$ cat src/sv/bfd_pkg.sv
// Shared types and constants of the frequency band decoder.
package bfd_pkg;

  // Request kinds.
  localparam logic OP_BYTE = 1'b0;
  localparam logic OP_RULE = 1'b1;

  // Frame delimiters and the two accepted command codes in byte 4.
  localparam logic [7:0] MARK_START = 8'hFE;
  localparam logic [7:0] MARK_END   = 8'hFD;
  localparam logic [7:0] CMD_FREQ   = 8'h00;
  localparam logic [7:0] CMD_READ   = 8'h03;

  // Frame layout.
  localparam int MIN_FRAME    = 10;
  localparam int CMD_POS      = 4;
  localparam int FREQ_MSB_POS = 9;
  localparam int DIGIT_PAIRS  = 5;

  // Hz to kHz: floor(x / 1000) == (x * KHZ_RECIP) >> KHZ_SHIFT for any 32-bit x.
  localparam logic [31:0] KHZ_RECIP = 32'h10624DD3;
  localparam int          KHZ_SHIFT = 38;

  typedef enum logic [3:0] {
    S_IDLE,
    S_HDR_RD,
    S_HDR_CHK,
    S_DIGIT,
    S_SCALE,
    S_QUOT,
    S_RULE_RD,
    S_SEARCH,
    S_EMIT
  } state_t;

  typedef struct packed {
    logic [31:0] low_khz;
    logic [31:0] end_khz;
    logic [7:0]  band;
    logic [7:0]  mode;
  } rule_entry_t;

endpackage

$ cat src/sv/bfd_ifaces.sv
// Request and result channel interfaces of the frequency band decoder.
interface bfd_req_if;
  logic        valid;
  logic        ready;
  logic        op;
  logic [7:0]  serial_byte;
  logic [3:0]  rule_index;
  logic [31:0] rule_start_khz;
  logic [31:0] rule_end_khz;
  logic [7:0]  rule_band;
  logic [7:0]  rule_mode;

  modport source (
    output valid, op, serial_byte, rule_index, rule_start_khz, rule_end_khz,
           rule_band, rule_mode,
    input  ready
  );
  modport sink (
    input  valid, op, serial_byte, rule_index, rule_start_khz, rule_end_khz,
           rule_band, rule_mode,
    output ready
  );
endinterface

interface bfd_rsp_if;
  logic       valid;
  logic       ready;
  logic [7:0] band;
  logic [7:0] mode;

  modport source (output valid, band, mode, input ready);
  modport sink (input valid, band, mode, output ready);
endinterface

$ cat src/sv/bfd_rule_mem.sv
// Rule table memory: one write port and one registered read port.
module bfd_rule_mem #(
  parameter int DEPTH = 16,
  parameter int AW    = 4
) (
  input  logic                 clk,
  input  logic                 we,
  input  logic [AW-1:0]        waddr,
  input  bfd_pkg::rule_entry_t wdata,
  input  logic [AW-1:0]        raddr,
  output bfd_pkg::rule_entry_t rdata
);
  import bfd_pkg::*;

  rule_entry_t mem [DEPTH];

  always_ff @(posedge clk) begin
    if (we) begin
      mem[waddr] <= wdata;
    end
  end

  always_ff @(posedge clk) begin
    rdata <= mem[raddr];
  end

endmodule

$ cat src/sv/bcd_frequency_band_decoder_unit.sv
// Top level of the frequency band decoder: frame capture, BCD decode and rule search.
// Serial bytes and rule writes that do not end a frame are taken and leave the block idle.
// A frame end that passes the length check keeps the block busy up to the byte 4 check if
// that byte is wrong, otherwise through the digit, scale and quotient steps, the rule read
// and search when rules are enabled, and the emit step, which waits for the output to free.
// Synchronous active-high reset clears the byte position, rule_count and the result flag.
module bcd_frequency_band_decoder_unit #(
  parameter int MAX_RULE_ENTRIES = 16,
  parameter int FRAME_BYTES      = 32
) (
  input  logic           clk,
  input  logic           rst,
  bfd_req_if.sink        req,
  bfd_rsp_if.source      rsp,
  input  logic           cfg_we,
  input  logic [4:0]     cfg_data
);
  import bfd_pkg::*;

  // Address and counter widths. Counters that must hold the depth itself get one more bit.
  localparam int FIDX_W = $clog2(FRAME_BYTES);
  localparam int POS_W  = $clog2(FRAME_BYTES + 1);
  localparam int RIDX_W = (MAX_RULE_ENTRIES > 1) ? $clog2(MAX_RULE_ENTRIES) : 1;
  localparam int RCNT_W = $clog2(MAX_RULE_ENTRIES + 1);

  // Control state.
  state_t            state, state_next;
  logic [POS_W-1:0]  pos, pos_next;
  logic [4:0]        rule_count;
  logic              out_valid, out_valid_next;

  // Datapath registers.
  logic [FIDX_W-1:0] rd_addr, rd_addr_next;
  logic [2:0]        dig_cnt, dig_cnt_next;
  logic [31:0]       acc, acc_next;
  logic [63:0]       prod, prod_next;
  logic [RCNT_W-1:0] n_reg, n_reg_next;
  logic [RCNT_W-1:0] srch_idx, srch_idx_next;
  logic [RIDX_W-1:0] r_addr, r_addr_next;
  logic [7:0]        hit_band, hit_band_next;
  logic [7:0]        hit_mode, hit_mode_next;
  logic [7:0]        out_band, out_band_next;
  logic [7:0]        out_mode, out_mode_next;

  // The frame store holds the bytes of the frame being received.
  logic [7:0]        fmem [FRAME_BYTES];
  logic [7:0]        f_rdata;
  logic              f_we;

  // Rule table port signals.
  logic              r_we;
  rule_entry_t       r_wdata;
  rule_entry_t       r_rdata;

  logic              accept;
  logic [7:0]        digit;
  logic [31:0]       acc_mul;
  logic [31:0]       khz;
  logic              rule_hit;
  logic [RCNT_W-1:0] n_eff;

  // A request is taken only while the sequencer is idle. The result register lets a new
  // request in while an earlier result still waits at the output.
  assign req.ready = (state == S_IDLE);
  assign accept    = req.valid && req.ready;

  assign rsp.valid = out_valid;
  assign rsp.band  = out_band;
  assign rsp.mode  = out_mode;

  // One BCD digit pair, each nibble taken at face value.
  assign digit   = ({4'b0, f_rdata[7:4]} * 8'd10) + {4'b0, f_rdata[3:0]};
  assign acc_mul = acc * 32'd100;

  // The quotient by 1000 is a fixed shift of the registered reciprocal product.
  assign khz = 32'(prod >> KHZ_SHIFT);

  assign rule_hit = (khz >= r_rdata.low_khz) && (khz < r_rdata.end_khz);

  // A rule count beyond the table depth searches the whole table.
  assign n_eff = (32'(rule_count) > MAX_RULE_ENTRIES) ? RCNT_W'(MAX_RULE_ENTRIES)
                                                      : RCNT_W'(rule_count);

  // Rule writes go straight into the table; an index past its depth is dropped.
  assign r_we = accept && (req.op == OP_RULE) && (32'(req.rule_index) < MAX_RULE_ENTRIES);
  assign r_wdata = '{low_khz: req.rule_start_khz, end_khz: req.rule_end_khz,
                     band: req.rule_band, mode: req.rule_mode};

  bfd_rule_mem #(
    .DEPTH (MAX_RULE_ENTRIES),
    .AW    (RIDX_W)
  ) u_rule_mem (
    .clk   (clk),
    .we    (r_we),
    .waddr (RIDX_W'(req.rule_index)),
    .wdata (r_wdata),
    .raddr (r_addr),
    .rdata (r_rdata)
  );

  // Frame store: written at the byte position; the read data is registered from the address.
  always_ff @(posedge clk) begin
    if (f_we) begin
      fmem[pos[FIDX_W-1:0]] <= req.serial_byte;
    end
    f_rdata <= fmem[rd_addr];
  end

  // Sequencer. A frame end reads byte 4 for the command check, then the five frequency
  // pairs from the most significant down, scales to kHz and walks the rules in order.
  always_comb begin
    state_next     = state;
    pos_next       = pos;
    out_valid_next = out_valid;
    rd_addr_next   = rd_addr;
    dig_cnt_next   = dig_cnt;
    acc_next       = acc;
    prod_next      = prod;
    n_reg_next     = n_reg;
    srch_idx_next  = srch_idx;
    r_addr_next    = r_addr;
    hit_band_next  = hit_band;
    hit_mode_next  = hit_mode;
    out_band_next  = out_band;
    out_mode_next  = out_mode;
    f_we           = 1'b0;

    if (out_valid && rsp.ready) begin
      out_valid_next = 1'b0;
    end

    case (state)
      S_IDLE: begin
        if (accept && (req.op == OP_BYTE)) begin
          if ((pos == '0) && (req.serial_byte != MARK_START)) begin
            // Noise between frames is ignored.
            pos_next = pos;
          end else if ((pos == POS_W'(1)) && (req.serial_byte != MARK_START)) begin
            pos_next = '0;
          end else if (pos >= POS_W'(FRAME_BYTES)) begin
            // Overflow drops the frame and the byte with it.
            pos_next = '0;
          end else begin
            f_we     = 1'b1;
            pos_next = pos + POS_W'(1);
            if (req.serial_byte == MARK_END) begin
              pos_next = '0;
              if (pos >= POS_W'(MIN_FRAME - 1)) begin
                rd_addr_next = FIDX_W'(CMD_POS);
                state_next   = S_HDR_RD;
              end
            end
          end
        end
      end
      S_HDR_RD: begin
        rd_addr_next = FIDX_W'(FREQ_MSB_POS);
        state_next   = S_HDR_CHK;
      end
      S_HDR_CHK: begin
        rd_addr_next = rd_addr - FIDX_W'(1);
        acc_next     = '0;
        dig_cnt_next = '0;
        if ((f_rdata == CMD_FREQ) || (f_rdata == CMD_READ)) begin
          state_next = S_DIGIT;
        end else begin
          state_next = S_IDLE;
        end
      end
      S_DIGIT: begin
        acc_next     = acc_mul + 32'(digit);
        rd_addr_next = rd_addr - FIDX_W'(1);
        dig_cnt_next = dig_cnt + 3'd1;
        if (dig_cnt == 3'(DIGIT_PAIRS - 1)) begin
          state_next = S_SCALE;
        end
      end
      S_SCALE: begin
        prod_next  = 64'(acc) * 64'(KHZ_RECIP);
        state_next = S_QUOT;
      end
      S_QUOT: begin
        n_reg_next    = n_eff;
        srch_idx_next = '0;
        r_addr_next   = '0;
        if (n_eff == '0) begin
          hit_band_next = '0;
          hit_mode_next = '0;
          state_next    = S_EMIT;
        end else begin
          state_next = S_RULE_RD;
        end
      end
      S_RULE_RD: begin
        r_addr_next = r_addr + RIDX_W'(1);
        state_next  = S_SEARCH;
      end
      S_SEARCH: begin
        // The registered entry of the previous address is compared while the next one is fetched.
        if (rule_hit) begin
          hit_band_next = r_rdata.band;
          hit_mode_next = r_rdata.mode;
          state_next    = S_EMIT;
        end else if (srch_idx == n_reg - RCNT_W'(1)) begin
          hit_band_next = '0;
          hit_mode_next = '0;
          state_next    = S_EMIT;
        end else begin
          srch_idx_next = srch_idx + RCNT_W'(1);
          r_addr_next   = r_addr + RIDX_W'(1);
        end
      end
      S_EMIT: begin
        // Wait here only while the previous result has not been taken.
        if (!out_valid || rsp.ready) begin
          out_valid_next = 1'b1;
          out_band_next  = hit_band;
          out_mode_next  = hit_mode;
          state_next     = S_IDLE;
        end
      end
      default: begin
        state_next = S_IDLE;
      end
    endcase
  end

  always_ff @(posedge clk) begin
    if (rst) begin
      state      <= S_IDLE;
      pos        <= '0;
      out_valid  <= 1'b0;
      rule_count <= '0;
    end else begin
      state     <= state_next;
      pos       <= pos_next;
      out_valid <= out_valid_next;
      if (cfg_we) begin
        rule_count <= cfg_data;
      end
    end
  end

  always_ff @(posedge clk) begin
    rd_addr  <= rd_addr_next;
    dig_cnt  <= dig_cnt_next;
    acc      <= acc_next;
    prod     <= prod_next;
    n_reg    <= n_reg_next;
    srch_idx <= srch_idx_next;
    r_addr   <= r_addr_next;
    hit_band <= hit_band_next;
    hit_mode <= hit_mode_next;
    out_band <= out_band_next;
    out_mode <= out_mode_next;
  end

`ifndef SYNTHESIS
  // A new result appears only from the emit step.
  a_result_from_emit: assert property (@(posedge clk) disable iff (rst)
    $rose(out_valid) |-> ($past(state) == S_EMIT))
    else $error("result raised outside the emit step");

  // Neither memory is written while a frame end is being processed.
  a_no_write_busy: assert property (@(posedge clk) disable iff (rst)
    (state != S_IDLE) |-> (!f_we && !r_we))
    else $error("memory written while the sequencer is busy");

  // The search never compares an entry past the enabled rule count.
  a_search_bound: assert property (@(posedge clk) disable iff (rst)
    (state == S_SEARCH) |-> (srch_idx < n_reg))
    else $error("rule search ran past the enabled rules");

  // The byte position never goes past the store depth.
  a_pos_bound: assert property (@(posedge clk) disable iff (rst)
    (state == S_IDLE) |=> (pos <= POS_W'(FRAME_BYTES)))
    else $error("byte position beyond the frame store");
`endif

endmodule
$ cat src/flat_wrapper.sv
// flat-port wrapper written by rule: the top's interface ports become plain ports
module bcd_frequency_band_decoder_unit_flat import bfd_pkg::*;
#(
  parameter int MAX_RULE_ENTRIES = 16,
  parameter int FRAME_BYTES      = 32
)
  (clk, rst, cfg_we, cfg_data, req_valid, req_op, req_serial_byte, req_rule_index, req_rule_start_khz, req_rule_end_khz, req_rule_band, req_rule_mode, req_ready, rsp_valid, rsp_band, rsp_mode, rsp_ready);
  bfd_req_if req_i ();
  bfd_rsp_if rsp_i ();
  input  logic clk;
  input  logic rst;
  input  logic cfg_we;
  input  logic [4:0] cfg_data;
  input wire logic [$bits(req_i.valid)-1:0] req_valid;
  input wire logic [$bits(req_i.op)-1:0] req_op;
  input wire logic [$bits(req_i.serial_byte)-1:0] req_serial_byte;
  input wire logic [$bits(req_i.rule_index)-1:0] req_rule_index;
  input wire logic [$bits(req_i.rule_start_khz)-1:0] req_rule_start_khz;
  input wire logic [$bits(req_i.rule_end_khz)-1:0] req_rule_end_khz;
  input wire logic [$bits(req_i.rule_band)-1:0] req_rule_band;
  input wire logic [$bits(req_i.rule_mode)-1:0] req_rule_mode;
  output wire logic [$bits(req_i.ready)-1:0] req_ready;
  output wire logic [$bits(rsp_i.valid)-1:0] rsp_valid;
  output wire logic [$bits(rsp_i.band)-1:0] rsp_band;
  output wire logic [$bits(rsp_i.mode)-1:0] rsp_mode;
  input wire logic [$bits(rsp_i.ready)-1:0] rsp_ready;
  assign req_i.valid = req_valid;
  assign req_i.op = req_op;
  assign req_i.serial_byte = req_serial_byte;
  assign req_i.rule_index = req_rule_index;
  assign req_i.rule_start_khz = req_rule_start_khz;
  assign req_i.rule_end_khz = req_rule_end_khz;
  assign req_i.rule_band = req_rule_band;
  assign req_i.rule_mode = req_rule_mode;
  assign req_ready = req_i.ready;
  assign rsp_valid = rsp_i.valid;
  assign rsp_band = rsp_i.band;
  assign rsp_mode = rsp_i.mode;
  assign rsp_i.ready = rsp_ready;
  bcd_frequency_band_decoder_unit #(.MAX_RULE_ENTRIES(MAX_RULE_ENTRIES), .FRAME_BYTES(FRAME_BYTES)) u_core (.clk(clk), .rst(rst), .req(req_i), .rsp(rsp_i), .cfg_we(cfg_we), .cfg_data(cfg_data));
endmodule
$ cat config.mk
export PLATFORM = sky130hd
export DESIGN_NAME = bcd_frequency_band_decoder_unit_flat
export DESIGN_NICKNAME = d
export VERILOG_FILES = /design/src/sv/bfd_pkg.sv /design/src/sv/bfd_ifaces.sv /design/src/sv/bfd_rule_mem.sv /design/src/sv/bcd_frequency_band_decoder_unit.sv /design/src/flat_wrapper.sv
export SDC_FILE = /design/constraint.sdc
export NUM_CORES = 2
export LEC_CHECK = 0
export BUFFER_PORTS_ARGS = -buffer_cell sky130_fd_sc_hd__buf_2
export CORE_MARGIN = 2
export CORE_UTILIZATION = 46
export CTS_BUF_LIST = sky130_fd_sc_hd__clkbuf_4 sky130_fd_sc_hd__clkbuf_8
export DETAILED_ROUTE_END_ITERATION = 12
export MAX_ROUTING_LAYER = met4
export PLACE_DENSITY = 0.73
export RECOVER_POWER = 50
export SLEW_MARGIN = 20
export SYNTH_ARGS = -nofsm -noshare
export SYNTH_HDL_FRONTEND = slang
export SYNTH_SLANG_ARGS = --single-unit
$ cat constraint.sdc
create_clock -name clk -period 7.9 [get_ports clk]
set_input_delay 0 -clock clk [delete_from_list [all_inputs] [get_ports clk]]
set_output_delay 0 -clock clk [all_outputs]
set_load 0.03 [all_outputs]
# After elaboration in Yosys (flattened, before gate mapping)
# Memory sizes are Yosys's and may differ from the RTL's. A register that Yosys moved wholly into a read port is not among the register bits.
# Index checks and enable logic that the tools add are counted.
# totals
input_bits	103
output_inout_bits	18
memories	2
reg_bits	163
ram_bits	1536
word_cells	137
# classes
n_eq_ne	26
muxes	50
addsub	8
n_lt_le_gt_ge	5
mul	3
n_bitwise	2
n_reduce_logical	26
# mem_list
name	depth	word_bits	rd	rd_clocked_by_memory_dff	write_ports	line	text
u_core.u_rule_mem.mem	16	80	1	1	1	bfd_rule_mem.sv:15	rule_entry_t mem [DEPTH];
u_core.fmem	32	8	1	1	1	bcd_frequency_band_decoder_unit.sv:46	logic [7:0] fmem [FRAME_BYTES];
# ops
cell	count
$pmux 32 s2	1
$mul 32x29->61 const B	1
$mux 4	13
$mux 5	9
$pmux 4 s9	1
$add 32x8->32	1
$ge 23x32->1	1
$lt 23x32->1	1
$mul 32x5->30 const B	1
$mux 8	4
$pmux 8 s2	2
$mux 6	3
$eq 4x3->1 const B	4
$ne 2x2->1 const B	8
$pmux 5 s3	1
$mux 1	12
$pmux 4 s3	1
$reduce_and 3->1	4
$pmux 5 s2	1
$sub 5x1->5 const B	2
$reduce_and 9->1	1
$add 8x4->8	1
$eq 4x2->1 const B	2
$eq 8x2->1 const B	1
32 further kinds	44

# Depth between registers and ports, before layout
# logic_depth
word_depth	8
depth_mapped	25
mapped_depth_nobuf	25

# Cells and area by module
# From an unflattened synthesis, not the netlist that was laid out.
# hier_totals
hier_cells	5058
area_unflattened_um2	83629.0
# by_module_without_submodules
mod	n_inst	area_each_um2	seq_area_each_um2	cells_each
bfd_rule_mem	1	49437.4	40038.4	2054
bcd_frequency_band_decoder_unit	1	34191.5	11441.0	3004

# Worst setup path after synthesis
# Ideal clock, no wire load.
# synth_timing
path_type	flip-flop to flip-flop
startpoint	register u_core.state[0]
endpoint	memory u_core.u_rule_mem.mem[0][0] (netlist name) (enable)
arrival_time_ns	7.322
path_buffers	1
required_ns	7.282
setup_time_ns	0.618
synth_period_minus_slack_ns	7.939
stages_incl_launch_ff	6
slack_ns	-0.039
path_cell_list	dfxtp_1 > clkbuf_1 > nor4_2 > nand3_1 > or3_1 > nor3_1
# synth_via
elab_chain_cells	5
# synth_rtl
item	line	text
start, declared	bcd_frequency_band_decoder_unit.sv:27	state_t state, state_next;
start signal, assigned	bcd_frequency_band_decoder_unit.sv:235	state <= state_next;
$logic_not 4->1	bcd_frequency_band_decoder_unit.sv:64	assign req.ready = (state == S_IDLE);
named net req_ready	flat_wrapper.sv:22	output wire logic [$bits(req_i.ready)-1:0] req_ready;
$logic_and 1x1->1	bcd_frequency_band_decoder_unit.sv:65	assign accept = req.valid && req.ready;
$logic_and 1x1->1	bcd_frequency_band_decoder_unit.sv:85	assign r_we = accept && (req.op == OP_RULE) && (32'(req.rule_index) < MAX_RULE_ENTRIES);
$mux 1	bfd_rule_mem.sv:18	if (we) begin
$mux 1 (implied by the code)	bfd_rule_mem.sv:19	mem[waddr] <= wdata;
end, declared	bfd_rule_mem.sv:15	
# The timed path passes the listed nets, and every way through them passes these cells.

# Final worst setup path
# layout_timing
startpoint	register u_core.acc[12]
endpoint	register u_core.prod[60], data pin
# layout_via
elab_chain_cells	1
# layout_rtl
item	line	text
start, declared	bcd_frequency_band_decoder_unit.sv:35	logic [31:0] acc, acc_next;
start signal, assigned	bcd_frequency_band_decoder_unit.sv:247	acc <= acc_next;
$mul 32x29->61	bcd_frequency_band_decoder_unit.sv:179	prod_next = 64'(acc) * 64'(KHZ_RECIP);
end signal, assigned	bcd_frequency_band_decoder_unit.sv:248	prod <= prod_next;
end, declared	bcd_frequency_band_decoder_unit.sv:36	logic [63:0] prod, prod_next;
# No other way between the ends.
# A chain may end at the register's enable or synchronous reset.

==> results.yml <==
worst_setup_path:
  path_cells: "ha_1 -> fa_1 -> fa_1 -> inv_1 -> fa_1 -> inv_1 -> fa_1 -> fa_1 -> fa_1 -> inv_1 -> fa_1 -> inv_1 -> ha_1 -> and4_1 -> nor2b_2 -> nand4_1 -> nand3_1 -> o21ai_1 -> a31oi_1 -> buf_4 -> a31oi_1 -> o21a_1 -> o221ai_1 -> a221o_1"
  crit_arrival_ns: 8.35
  timing.critical_path.mode_cell: "fa_1"
  slowest_delay_ns: 0.75
  r2r-start: "u_core.acc[12]"
  startpoint: "u_core.acc[12]"
  endpoint: "u_core.prod[60]"
  cpLargestDelayFamily: "adder cells"
  crit_type: "reg -> reg"
  ff2ff_path_depth: 24
  slowest_stage: "edfxtp_1"
  r2r_setup_slack_ns: 0.28
  cp.required_ns: 8.62
  r2r-end: "u_core.prod[60]"
  worst_setup_path_start_kind: "register"
  path_depth: 24
  path_max_fanout: 9
  critPathCaptureType: "register"
  crit_buf_inv: 5
cells_and_area:
  fillers: 14000
  drive_gt1_frac: 0.212
  nNetsFinal: 6140
  multi_input_area_um2: 29000
  ff_latch_area_um2: 51500
  largest_reg_flops: 1280
  area_growth_syn_to_layout_pct: 13.8
  regMostFlops: "u_core.u_rule_mem.mem"
synth:
  synthMostInstantiatedCell: "edfxtp_1"
  synth-xor-area-share: 0.0100
  syn_avg_cell_area_um2: 17.8
  synth_mux_area_frac: 0.132
  synth_compound_area_frac: 0.0270
  synth.distinct_cells: 81
  syn_nets: 5575
  yosys_warnings: 0
  ys_ff_latch: 1749
  synth_fa_ha_area_frac: 0.151
  ys_top_cells_by_area: "edfxtp_1 59%, mux4_2 13%, fa_1 7.8%"
  syn_inst: 4662
  synth_top_cell_by_area: "edfxtp_1"
  synth_top_family_by_area: "adder cells"
  postSynth.asyncResetShare: 0
  synth_ff_type: "edfxtp_1"
  ys_seq_area_frac: 0.619
  yosys-top-cells-count: "1645 x edfxtp_1, 611 x inv_1, 484 x ha_1"
  yosys.area_share.simple: 0.0266
  synth_top_area_frac: 0.594
  syn-cell-area_um2: 83100
  synth_edf_count: 1645
cts:
  htreeDepth: 5
  clock_latency_ns: 1.01
  cts.path.max_buffers: 4
  numCtsBuffers: 280
  clock_sinks: 1749
  cts_tree: "yes"
  clk_transition_reported_paths_ns: 0.06
  clockRootBuffer: "clkbuf_8"
routing:
  drtIter0Drc: 4163
  drcViolationCount: 0
  ant_nets: 0
  drt-vias-per-instance: 5.54
  drtPass1Iterations: 7
  routed_wl_um: 187000
  via_count: 43300
  wl_per_cell_um: 24.0
place:
  io_buffers: 120
  routabilityCongestion: 0.942
  dp_hpwl_um: 117000
grt:
  gr-total-overflow: 0
  grt_max_degree: 107
  grt_pass1_vias: 45900
  track_usage: 0.211
  grt_pass1_wl_um: 284000
  antenna_found_initial: 18
timing:
  fin_crit_ns: 7.62
  slew_headroom: -1.21
  worst_pin_slew_ns: 3.31
  timing.fmax_mhz: 131
  finalHoldViolations: 0
  min_period_over_period: 0.965
  maxSlewViolCount: 488
  finClkSkew_ns: 0.0690
  rsz0062_at_grt: "no"
  setup_violations: 0
  setup_tns_ns: 0
floorplanning:
  coreArea_um2: 180000
  die_h_um: 429
  die_w_um: 429
  fp.dieArea_um2: 184000
  start_util: 0.462
  std_cell_rows: 156
  boundaryPins: 121
status:
  failed_checks: "max-capacitance violations, max-slew violations"
  status: "complete, but fails checks"
min_path:
  min_path_cells: 2
  hold_class: "in -> reg"
job:
  drv_cap: 15
-- worst reg2reg max path, cell delays in order, from the launching register on --
cell and delay [ns]:
edfxtp_1 0.75, ha_1 0.36, fa_1 0.41, fa_1 0.53, inv_1 0.06, fa_1 0.48
inv_1 0.06, fa_1 0.49, fa_1 0.50, fa_1 0.49, inv_1 0.05, fa_1 0.47
inv_1 0.04, ha_1 0.32, and4_1 0.26, nor2b_2 0.18, nand4_1 0.15, nand3_1 0.09
o21ai_1 0.28, a31oi_1 0.13, buf_4 0.18, a31oi_1 0.27, o21a_1 0.24, o221ai_1 0.20
a221o_1 0.36
-- placed cells by master, fill, tap and decap left out, types with 29 or more instances in the layout --
cell,netlist,layout
edfxtp_1,1645,1645
inv_1,611,611
ha_1,484,484
mux4_2,480,480
fa_1,326,326
clkbuf_8,0,304
dlygate4sd3_1,0,208
nor2_1,149,138
dfxtp_1,104,104
clkbuf_4,0,103
a21oi_1,80,79
buf_2,1,78
buf_4,1,75
a21o_1,69,69
nand2_1,63,63
xnor2_1,59,59
o21ai_0,56,54
clkbuf_1,105,49
nand3_1,35,35
xor2_1,30,30
clkinv_1,0,30
clkinv_2,0,29
-- area by class of cell --
cell class                      instances  share of cell area
Sequential cell                      1749               0.544
Multi-Input combinational cell       2162               0.306
Clock buffer                          407              0.0524
Timing Repair Buffer                  422              0.0364
Tap cell                             2370              0.0313
Inverter                              612              0.0243
Clock inverter                         74             0.00521
Antenna cell                           13            0.000344
-- worst min path at each step --
stage                          start                       endpoint  slack (ns)
2_1_floorplan                    rst                  u_core.pos[2]        0.07
6_report       req_rule_start_khz[3]   u_core.u_rule_mem.mem[6][51]        0.24
3_5_place_dp             cfg_data[4]           u_core.rule_count[4]        0.25
5_1_grt        req_rule_start_khz[3]  u_core.u_rule_mem.mem[15][51]        0.21
3_3_place_gp             cfg_data[0]           u_core.rule_count[0]        0.23
4_1_cts           req_serial_byte[6]             u_core.fmem[12][6]        0.02
-- logic make-up (layout without fill, tap and decap cells) --
| kind of cell | Yosys count | after routing |
|---|---|---|
| multiplexers | 495 | 495 |
| buffers and inverters | 751 | 1515 |
| XOR/XNOR | 91 | 91 |
| AND/OR/NAND/NOR | 436 | 436 |
| adder cells (fa/ha/maj) | 810 | 810 |
| flip-flops | 1749 | 1749 |
| AO/OA/AOI/OAI | 330 | 330 |
| other | 0 | 13 |
-- routing by layer --
metal	vias up	global-route usage	wire length, um
met5	-	-	0
met3	293	0.0310	10700
met1	22600	0.270	76100
met2	1472	0.349	95400
li1	18900	-	-
met4	0	0.0667	4870
-- stage by stage --
step	setup WS (ns)	util	instances	hold WS [ns]	instance area, um2
2_1_floorplan	0.149	-	4662	0.0691	83100
3_3_place_gp	0.0473	0.484	7103	0.235	87100
3_5_place_dp	0.0637	0.484	7103	0.250	87100
4_1_cts	0.00954	0.526	7792	0.0155	94700
5_1_grt	0.00421	0.525	7809	0.209	94600
6_report	0.277	0.525	7809	0.243	94600
-- what timing repair did --
action / 4_1_cts / 5_1_grt
endpoints found under the hold margin: 1943 / 0
hold buffers: 208 / 0
setup endpoints to repair: 0 / 10
setup buffers: 0 / 4
resized for setup: 0 / 5
Power is not shown: default switching activity piles up to over one toggle a cycle in this logic, so the estimate is an artifact.
